`config.mk`:
```
export PLATFORM = sky130hd
export DESIGN_NAME = max_extract_bag
export DESIGN_NICKNAME = d
export VERILOG_FILES = /design/src/hw/rtl/mxb_pkg.sv /design/src/hw/rtl/mxb_ctrl.sv /design/src/hw/rtl/mxb_dp.sv /design/src/hw/rtl/max_extract_bag.sv
export SDC_FILE = /design/constraint.sdc
export NUM_CORES = 1
export LEC_CHECK = 0
export ABC_AREA = 0
export BUFFER_PORTS_ARGS = -buffer_cell sky130_fd_sc_hd__buf_2
export CORE_MARGIN = 1.5
export CORE_UTILIZATION = 55
export CTS_CLUSTER_DIAMETER = 30
export DETAILED_ROUTE_END_ITERATION = 8
export HOLD_SLACK_MARGIN = 0.1
export PLACE_DENSITY = 0.72
export SYNTH_ARGS = -nofsm -noshare
export SYNTH_HDL_FRONTEND = slang
export SYNTH_SLANG_ARGS = --single-unit
```
`constraint.sdc`:
```
create_clock -name clk -period 3.7 [get_ports clk]
set_input_delay 0 -clock clk [delete_from_list [all_inputs] [get_ports clk]]
set_output_delay 0 -clock clk [all_outputs]
set_load 0.01 [all_outputs]
```
`src/hw/rtl/mxb_pkg.sv`:
```
// mxb_pkg: shared types for the max-extract bag
// holds the controller/datapath command and status structs and the field widths
// no dependencies
package mxb_pkg;

  localparam int unsigned DATA_BITS  = 16;
  localparam int unsigned COUNT_BITS = 5;
  localparam int unsigned OUT_BITS   = 24;

  localparam logic OP_INSERT  = 1'b0;
  localparam logic OP_EXTRACT = 1'b1;

  typedef struct packed {
    logic take;       // input transfer, capture op and value
    logic dispatch;   // decide insert / empty / start scan
    logic scan_step;  // advance read issue and compare stage
    logic remove;     // move last entry into freed slot
    logic load_out;   // load result into output register
  } cmd_t;

  typedef struct packed {
    logic op_extract;
    logic bag_empty;
    logic scan_done;
    logic out_free;
  } status_t;

endpackage

```
`src/hw/rtl/mxb_ctrl.sv`:
```
// mxb_ctrl: sequencing state machine of the max-extract bag
// drives cmd_t to the datapath and reads status_t back
// depends on mxb_pkg
module mxb_ctrl
  import mxb_pkg::*;
(
  input  logic    clk,
  input  logic    rst,
  input  logic    in_valid,
  output logic    in_ready,
  input  status_t status,
  output cmd_t    cmd
);

  typedef enum logic [2:0] {
    IDLE,
    DISPATCH,
    SCAN,
    REMOVE,
    RESULT
  } state_t;

  state_t state;

  assign in_ready = (state == IDLE);

  always_comb begin
    cmd           = '0;
    cmd.take      = (state == IDLE) && in_valid;
    cmd.dispatch  = (state == DISPATCH);
    cmd.scan_step = (state == SCAN);
    cmd.remove    = (state == REMOVE);
    cmd.load_out  = (state == RESULT) && status.out_free;
  end

  always_ff @(posedge clk) begin
    if (rst) begin
      state <= IDLE;
    end else begin
      unique case (state)
        IDLE: begin
          if (in_valid) state <= DISPATCH;
        end
        DISPATCH: begin
          if (status.op_extract && !status.bag_empty) state <= SCAN;
          else state <= RESULT;
        end
        SCAN: begin
          if (status.scan_done) state <= REMOVE;
        end
        REMOVE: begin
          state <= RESULT;
        end
        RESULT: begin
          if (status.out_free) state <= IDLE;
        end
        default: begin
          state <= IDLE;
        end
      endcase
    end
  end

endmodule

```
`src/hw/rtl/mxb_dp.sv`:
```
// mxb_dp: datapath of the max-extract bag
// entry memory, held count, one-comparator scan and the output register
// depends on mxb_pkg
module mxb_dp
  import mxb_pkg::*;
#(
  parameter int unsigned CAPACITY   = 16,
  parameter int unsigned VALUE_BITS = 16
) (
  input  logic                  clk,
  input  logic                  rst,
  input  logic                  in_op,
  input  logic [DATA_BITS-1:0]  in_value,
  input  cmd_t                  cmd,
  output status_t               status,
  output logic                  out_valid,
  input  logic                  out_ready,
  output logic [OUT_BITS-1:0]   out_data
);

  localparam int unsigned AW = (CAPACITY > 1) ? $clog2(CAPACITY) : 1;
  localparam int unsigned CW = $clog2(CAPACITY + 1);

  logic [VALUE_BITS-1:0] mem [CAPACITY];

  logic                  op;
  logic [VALUE_BITS-1:0] val;
  logic [CW-1:0]         count;
  logic [AW-1:0]         issue_addr;
  logic                  issuing;
  logic [VALUE_BITS-1:0] rd_data;
  logic [AW-1:0]         data_idx;
  logic                  data_vld;
  logic [VALUE_BITS-1:0] best;
  logic [AW-1:0]         best_idx;
  logic [DATA_BITS-1:0]  res_taken;
  logic                  res_empty;
  logic                  res_full;

  logic                  bag_full;
  logic                  bag_empty;
  logic [CW-1:0]         last_pos;
  logic                  we;
  logic [AW-1:0]         waddr;
  logic [VALUE_BITS-1:0] wdata;

  assign bag_full  = (count == CW'(CAPACITY));
  assign bag_empty = (count == '0);
  assign last_pos  = count - CW'(1);

  assign status.op_extract = (op == OP_EXTRACT);
  assign status.bag_empty  = bag_empty;
  assign status.scan_done  = data_vld && (CW'(data_idx) == last_pos);
  assign status.out_free   = !out_valid || out_ready;

  // rd_data of the final scan read is the last held entry
  assign we    = (cmd.dispatch && (op == OP_INSERT) && !bag_full) || cmd.remove;
  assign waddr = cmd.remove ? best_idx : count[AW-1:0];
  assign wdata = cmd.remove ? rd_data : val;

  always_ff @(posedge clk) begin
    if (we) mem[waddr] <= wdata;
    // read only while issuing so the last entry stays on rd_data for the remove
    if (cmd.scan_step && issuing) rd_data <= mem[issue_addr];
  end

  always_ff @(posedge clk) begin
    if (cmd.take) begin
      op  <= in_op;
      val <= VALUE_BITS'(in_value);
    end
    if (cmd.dispatch) begin
      res_taken  <= '0;
      res_empty  <= (op == OP_EXTRACT) && bag_empty;
      res_full   <= (op == OP_INSERT) && bag_full;
      issue_addr <= '0;
    end else if (cmd.scan_step && issuing) begin
      issue_addr <= issue_addr + AW'(1);
    end
    if (cmd.scan_step) begin
      data_idx <= issue_addr;
      // strict compare keeps the lowest index among equal maxima
      if (data_vld && ((data_idx == '0) || (best < rd_data))) begin
        best     <= rd_data;
        best_idx <= data_idx;
      end
    end
    if (cmd.remove) begin
      res_taken <= DATA_BITS'(best);
    end
    if (cmd.load_out) begin
      out_data <= {1'b0, COUNT_BITS'(count), res_full, res_empty, res_taken};
    end
  end

  always_ff @(posedge clk) begin
    if (rst) begin
      count     <= '0;
      issuing   <= 1'b0;
      data_vld  <= 1'b0;
      out_valid <= 1'b0;
    end else begin
      if (cmd.dispatch) begin
        issuing  <= (op == OP_EXTRACT) && !bag_empty;
        data_vld <= 1'b0;
        if ((op == OP_INSERT) && !bag_full) count <= count + CW'(1);
      end else if (cmd.scan_step) begin
        data_vld <= issuing;
        if (issuing && (CW'(issue_addr) == last_pos)) issuing <= 1'b0;
      end
      if (cmd.remove) count <= last_pos;
      if (cmd.load_out) out_valid <= 1'b1;
      else if (out_ready) out_valid <= 1'b0;
    end
  end

  a_count_bound: assert property (@(posedge clk) disable iff (rst)
    count <= CW'(CAPACITY))
    else $error("held count above capacity");

  a_flags_exclusive: assert property (@(posedge clk) disable iff (rst)
    out_valid |-> !(out_data[DATA_BITS] && out_data[DATA_BITS+1]))
    else $error("empty and full flagged together");

  a_empty_zero: assert property (@(posedge clk) disable iff (rst)
    (out_valid && out_data[DATA_BITS]) |-> (out_data[DATA_BITS-1:0] == '0))
    else $error("empty extract returned nonzero value");

  a_remove_nonempty: assert property (@(posedge clk) disable iff (rst)
    cmd.remove |-> !bag_empty)
    else $error("remove on empty bag");

endmodule

```
`src/hw/rtl/max_extract_bag.sv`:
```
// max_extract_bag: bounded bag with largest-first extraction, one result per item
// insert or empty extract: DISPATCH, then RESULT loads the output register once it is free;
// extract of n held entries: DISPATCH, SCAN of all n entries, REMOVE, RESULT; the scan reads
// one entry a cycle through the single memory read port and one comparator
// the next item is taken only back in IDLE, after the last result has been loaded
// reset: synchronous, clears count and control; entry memory has no reset
module max_extract_bag
  import mxb_pkg::*;
#(
  parameter int unsigned CAPACITY   = 16,
  parameter int unsigned VALUE_BITS = 16
) (
  input  logic                 clk,
  input  logic                 rst,
  input  logic                 s_tvalid,
  output logic                 s_tready,
  input  logic [DATA_BITS-1:0] s_tdata,   // value
  input  logic                 s_tuser,   // op
  output logic                 m_tvalid,
  input  logic                 m_tready,
  output logic [OUT_BITS-1:0]  m_tdata    // taken_value, was_empty, was_full, held_count
);

  cmd_t    cmd;
  status_t status;

  mxb_ctrl u_ctrl (
    .clk      (clk),
    .rst      (rst),
    .in_valid (s_tvalid),
    .in_ready (s_tready),
    .status   (status),
    .cmd      (cmd)
  );

  mxb_dp #(
    .CAPACITY   (CAPACITY),
    .VALUE_BITS (VALUE_BITS)
  ) u_dp (
    .clk       (clk),
    .rst       (rst),
    .in_op     (s_tuser),
    .in_value  (s_tdata),
    .cmd       (cmd),
    .status    (status),
    .out_valid (m_tvalid),
    .out_ready (m_tready),
    .out_data  (m_tdata)
  );

endmodule
```
==> reports/qor.txt, run 1 <==
outcome -> finished clean
Final Skew -> 0.0249 ns
Die Span Y -> 164 µm
clock slew at reported path FFs -> 0.05 ns
Worst setup SP type -> flip-flop
first-pass GRT wire length -> 49400 µm
worst slew pin tran -> 1.08 ns
Compound-Gate Fraction of Synth Area -> 0.0208
total number of vias -> 7647
part of the power in the clock network -> 0.558
Hold Path Class -> in -> reg
kind of critical path -> reg -> reg
fin crit share -> 0.799
unrepaired setup endpoints after global routing -> no
power per cell area -> 624 nW/µm²
CP Capture Type -> flip-flop
GRT Total Usage -> 0.258
reg-to-reg endpoint -> u_dp.best[9]$_DFFE_PP_
r2r worst-path depth -> 7
Synth Area in Simple Gates -> 0.0453
synth unique cells -> 42
Longest Clk Path Bufs -> 3
synthesized area -> 14300 µm²
GP Congestion -> 0.843
max_cap viols -> 0
GR Overflow Total -> 0
Warnings, synthesis -> 0
XOR/XNOR share of the synthesized area -> 0.00916
EDFF count, synth -> 354
worst IR drop on VDD -> 515 µV
placement row count -> 58
layout cells sized above 1 -> 0.309
vias in the first global route -> 8141
DIE AREA -> 27100 µm²
initial antenna violation count -> 0
CTS resizes -> 0
num ports -> 47
Final #Nets -> 910
sequential share of power -> 0.423
fin. max-slew vios -> 0
largest family of logic cells by synthesized area -> multiplexers
wire per inst -> 26.4 µm
Worst Path Arrival -> 3.11 ns
die width -> 164 µm
internal power -> 0.00873 W
largest cells by area after synthesis -> edfxtp_1, mux4_2, dfxtp_1
largest net degree at the start of global routing -> 45
CTS Root Cell -> clkbuf_16
Slew headroom -> 0.282
Syn Area/Cell -> 19.7 µm²
cells after synthesis -> 728
Pleak -> 5.97 nW
Overall Power -> 0.0110 W
post-synthesis mux area share -> 0.126
setup tns final -> 0 ns
crit-path max FO -> 20
# setup viols final -> 0
Final Critical Period -> 2.95 ns
#FFs+latches synth -> 369
TritonCTS clock tree -> yes
Inserted Diodes -> 0
syn nets -> 768
Synth Flop Type -> edfxtp_1
sequential element share of the synthesized area -> 0.762
hold wc startpoint -> s_tdata[1]
WHS Path Cells -> 2
CTS H-tree lvls -> 3
Post-synth ARST share -> 0
Clk Latency, worst-skew pair -> 0.56 ns
DR pass1 iterations -> 5
Core Area -> 25400 µm²
post-synth top area share -> 0.741
Area Growth Syn to Fin -> 22.9%
sw frac -> 0.206
Critical Path RT -> 3.86 ns
IO Port Bufs -> 45
Achievable Freq -> 338 MHz
Final HPWL DP -> 17600 µm
Post-CTS Setup Bufs -> 0
Starting DRT DRC Count -> 860
Synth Area in Adders -> 0.0166
drt total wl -> 33000 µm
final hold violation count -> 0
leading area contributor after synthesis -> edfxtp_1
R2R setup slack -> 0.75 ns
DRC -> 0
clock sink total -> 369
fill count -> 1492
Hold Path Sink -> u_dp.val[1]$_DFFE_PP_
Sw Pwr -> 0.00226 W
r2r startpoint -> u_dp.rd_data[13]$_DFFE_PP_
antenna-violating nets left -> 0
Initial Util -> 0.565
Logic pwr share -> 0.019
Num CTS Buffers -> 66
Via density -> 6.12
==> repair_timing <==
| action | 4_1_cts | 5_1_grt |
|---|---|---|
| endpoints found under the hold margin | 28 | 0 |
| setup endpoints to repair | 0 | 0 |
| hold buffers | 21 | 0 |
==> final cells by class <==
| cell class | count | area, µm² | area share |
|---|---|---|---|
| sequential | 369 | 10900 | 0.620 |
| clock inverter | 44 | 543 | 0.0308 |
| tap | 330 | 413 | 0.0234 |
| clock buffer | 73 | 1720 | 0.0976 |
| multi-input combinational | 300 | 3140 | 0.178 |
| inverter | 22 | 82.6 | 0.00468 |
| timing repair buffer | 111 | 798 | 0.0453 |
==> power groups by stage <==
stage,logic [W],clock network (W),registers [W]
after floorplan,0.000101,0,0.00473
after global placement,0.000175,0,0.00473
after detailed placement,0.000187,0,0.00473
after CTS,0.000210,0.00620,0.00465
after global routing,0.000230,0.00639,0.00465
final,0.000211,0.00613,0.00465
==> synthesized netlist by cell type, types with 5 or more instances <==
library cell	n
ha_1	19
o21ai_0	23
dfxtp_1	15
nor3_1	7
a31oi_1	5
nor2_1	33
xnor2_1	10
buf_2	8
a21oi_1	11
mux4_2	80
edfxtp_1	354
nand3_1	6
clkbuf_1	19
inv_1	22
and2_1	18
nand2_1	40
nand4_1	7
xor2_1	5
==> layout by cell type, fill, tap and decap left out, types with 4 or more instances in the layout <==
cell type and count:
xor2_1 5, ha_1 19, inv_6 8, inv_1 22, nor4_1 4, dlygate4sd3_1 21
clkinvlp_4 8, clkinv_2 7, clkbuf_1 5, clkbuf_16 68, clkinv_4 7, o21ai_0 22
a21oi_1 11, nand3_1 6, nand4_1 7, buf_2 45, nor3_1 7, dfxtp_1 13
buf_4 43, and2_1 18, nor2_1 33, a31oi_1 5, mux4_2 80, xnor2_1 10
nand2_1 40, bufinv_16 9, edfxtp_1 354
==> flip-flops by register name, summed over array words and instances (netlist names) <==
signal / flops
u_ctrl.state: 3
u_dp.best: 16
u_dp.best_idx: 4
u_dp.count: 5
u_dp.data_idx: 4
u_dp.data_vld: 1
u_dp.issue_addr: 4
u_dp.issuing: 1
u_dp.mem: 256
u_dp.op: 1
u_dp.out_data: 23
u_dp.out_valid: 1
u_dp.rd_data: 16
u_dp.res_empty: 1
u_dp.res_full: 1
u_dp.res_taken: 16
u_dp.val: 16
==> worst max path at each step <==
stage | startpoint | endpoint | slack, ns
6_report | u_dp.rd_data[13]$_DFFE_PP_ | u_dp.best[9]$_DFFE_PP_ | 0.75
5_1_grt | u_dp.rd_data[13]$_DFFE_PP_ | u_dp.best[9]$_DFFE_PP_ | 0.52
4_1_cts | u_dp.rd_data[13]$_DFFE_PP_ | u_dp.best[9]$_DFFE_PP_ | 0.74
3_5_place_dp | u_ctrl.state[2]$_SDFFE_PP0P_ | u_dp.best[1]$_DFFE_PP_ | 0.94
3_3_place_gp | u_dp.best[13]$_DFFE_PP_ | u_dp.best[1]$_DFFE_PP_ | 1.13
2_1_floorplan | u_dp.best[13]$_DFFE_PP_ | u_dp.best[0]$_DFFE_PP_ | 0.58
==> metrics by stage <==
step	instance area [µm²]	hold WS, ns	setup slack, ns	util	std cells
finish	17600	0.162	0.745	0.694	1249
global route	17600	0.162	0.522	0.694	1249
CTS	17600	0.142	0.738	0.694	1249
detailed placement	15200	0.178	0.938	0.597	1111
global placement	15200	0.180	1.13	0.597	1111
floorplan	14300	0.0989	0.580	-	728
==> critical path, cell delays in order (launching register included) <==
cell      delay [ns]
edfxtp_1        0.39
inv_1           0.10
ha_1            0.25
a211oi_1        0.27
nor2_1          0.10
nor4_1          0.36
o21ai_0         0.21
o21ai_2         0.88
==> logic make-up (layout without fill, tap and decap cells) <==
group | Yosys count | after routing
flip-flops | 369 | 369
AND/OR/NAND/NOR | 132 | 132
multiplexers | 81 | 81
buffers and inverters | 59 | 250
AO/OA/AOI/OAI | 52 | 52
adder cells (fa/ha/maj) | 19 | 19
XOR/XNOR | 15 | 15
other | 1 | 1
==> layer usage <==
layer / wire [µm] / vias up / track usage
li1: - / 3219 / -
met3: 2590 / 78 / 0.0590
met1: 12500 / 3939 / 0.326
met2: 16800 / 411 / 0.427
met4: 1110 / 0 / 0.120
met5: 0 / - / 0
Power figures use the tool's default switching activity.
==> inputs of run 2 (changes only) <==
==> constraint.sdc (replaced) <==
create_clock -name clk -period 2.9 [get_ports clk]
set_input_delay 0 -clock clk [delete_from_list [all_inputs] [get_ports clk]]
set_output_delay 0 -clock clk [all_outputs]
set_load 0.01 [all_outputs]
==> run 2 against run 1 <==
Net effect:
- hold slack gained 0.013 ns
- final area hardly changed
- flip-flop and latch count did not move
- first-iteration DRC count grew 5.1%
- setup slack worse by 0.58 ns
- final cell count rose by 0.32%
- critical path type unchanged
- critical endpoint is now u_dp.mem[7][4]$_DFFE_PP_
==> reports/qor.txt, run 2 (synthesized netlist as in run 1, its figures left out) <==
worst IR drop on VDD -> 564 µV
clock sink total -> 369
most frequent cells in the layout -> edfxtp_1, mux4_2, clkbuf_16
CP Capture Type -> flip-flop
leading cell type in the layout, fill and taps excluded -> edfxtp_1
DIE AREA -> 27100 µm²
die width -> 164 µm
Clk Latency, worst-skew pair -> 0.55 ns
Num CTS Buffers -> 69
GP Congestion -> 0.863
kind of critical path -> reg -> reg
GR Overflow Total -> 0
Area Growth Syn to Fin -> 22.8%
Final Critical Period -> 2.74 ns
max_cap viols -> 0
CTS Root Cell -> clkbuf_16
Worst setup SP type -> flip-flop
clock slew at reported path FFs -> 0.04 ns
sequential share of power -> 0.431
Inserted Diodes -> 0
wire per inst -> 24.7 µm
Via density -> 6.05
initial antenna violation count -> 0
antenna-violating nets left -> 0
Die Span Y -> 164 µm
Initial Util -> 0.565
outcome -> finished clean
part of the power in the clock network -> 0.549
sw frac -> 0.203
crit-path max FO -> 16
Achievable Freq -> 365 MHz
TritonCTS clock tree -> yes
Critical Path RT -> 3.11 ns
Worst Path Arrival -> 2.95 ns
vias in the first global route -> 7848
Hold Path Class -> in -> reg
Overall Power -> 0.0138 W
Longest Clk Path Bufs -> 3
GRT Total Usage -> 0.240
num ports -> 47
setup tns final -> 0 ns
Final Skew -> 0.0219 ns
DR pass1 iterations -> 5
first-pass GRT wire length -> 47000 µm
Pleak -> 5.95 nW
max FFs per register -> 256
fin crit share -> 0.944
Logic pwr share -> 0.020
Final #Nets -> 913
internal power -> 0.0110 W
drt total wl -> 31000 µm
Slew headroom -> 0.298
power per cell area -> 782 nW/µm²
Final HPWL DP -> 18000 µm
largest net degree at the start of global routing -> 32
DRC -> 0
Starting DRT DRC Count -> 904
layout cells sized above 1 -> 0.303
# setup viols final -> 0
Top reg by flops -> u_dp.mem
total number of vias -> 7586
fin. max-slew vios -> 0
largest registers -> u_dp.mem: 256 flops, u_dp.out_data: 23 flops
final hold violation count -> 0
CTS resizes -> 0
Core Area -> 25400 µm²
IO Port Bufs -> 45
placement row count -> 58
worst slew pin tran -> 1.05 ns
Sw Pwr -> 0.00279 W
unrepaired setup endpoints after global routing -> no
CTS H-tree lvls -> 3
-- run 2: changes by cell type in the layout (fill, tap and decap cells not counted) --
cell / delta
clkinv_1: +6
bufinv_16: -3
clkbuf_1: +3
buf_12: +2
clkbuf_16: +2
inv_6: -2
inv_8: -2
buf_4: -1
clkinvlp_4: -1
dlygate4sd3_1: -1
inv_16: +1
-- run 2: worst paths after layout --
kind                                   startpoint                    endpoint  slack [ns]  cells past startpoint
setup reg to reg       u_dp.count[0]$_SDFFE_PP0P_    u_dp.mem[7][4]$_DFFE_PP_        0.16                      8
hold reg to reg   u_dp.res_taken[7]$_SDFFCE_PN0P_  u_dp.out_data[7]$_DFFE_PP_        0.41                      0
hold / removal                        s_tdata[14]      u_dp.val[14]$_DFFE_PP_        0.17                      2
setup / recovery       u_dp.count[0]$_SDFFE_PP0P_    u_dp.mem[7][4]$_DFFE_PP_        0.16                      8
-- run 2: per-layer routing --
layer / wire [µm] / share of wire / vias to the layer above / global-route usage
met5: 0 / 0 / - / 0
met4: 694 / 0.022 / 0 / 0.0774
met3: 2420 / 0.078 / 68 / 0.0515
met2: 15200 / 0.49 / 430 / 0.388
met1: 12700 / 0.41 / 3867 / 0.331
li1: - / - / 3221 / -
-- run 2: through the flow --
step           std cells  area (µm²)  hold slack [ns]   util  setup WS [ns]
2_1_floorplan        728       14300           0.0989      -          0.257
3_3_place_gp        1112       15200            0.180  0.598          0.294
3_5_place_dp        1112       15200            0.178  0.598          0.248
4_1_cts             1253       17600            0.163  0.694          0.201
5_1_grt             1253       17600            0.166  0.694         0.0145
6_report            1253       17600            0.175  0.694          0.163
-- run 2: critical path, cell delays in order (launching register included) --
cell and delay (ns):
dfxtp_1 0.54, inv_1 0.15, ha_1 0.24, nand4bb_1 0.18, nand2_1 0.15, o31ai_1 0.43
nand2_1 0.25, nor2_1 0.16, buf_4 0.30
-- run 2: power by group through the flow --
stage / logic, W / clock network, W / registers [W]
2_1_floorplan: 0.000129 / 0 / 0.00603
3_3_place_gp: 0.000231 / 0 / 0.00603
3_5_place_dp: 0.000245 / 0 / 0.00603
4_1_cts: 0.000272 / 0.00765 / 0.00594
5_1_grt: 0.000298 / 0.00790 / 0.00594
6_report: 0.000274 / 0.00757 / 0.00594
-- run 2: area by class of cell --
class | instances | area [µm²]
Fill cell | 1490 | 7780
Sequential cell | 369 | 10900
Multi-Input combinational cell | 300 | 3140
Tap cell | 330 | 413
Inverter | 22 | 82.6
Clock buffer | 78 | 1780
Timing Repair Buffer | 111 | 821
Clock inverter | 43 | 448
-- run 2: repair_timing --
action | CTS | global route
buffers inserted | 0 | 0
endpoints found under the hold margin | 28 | 0
hold buffers | 20 | 0
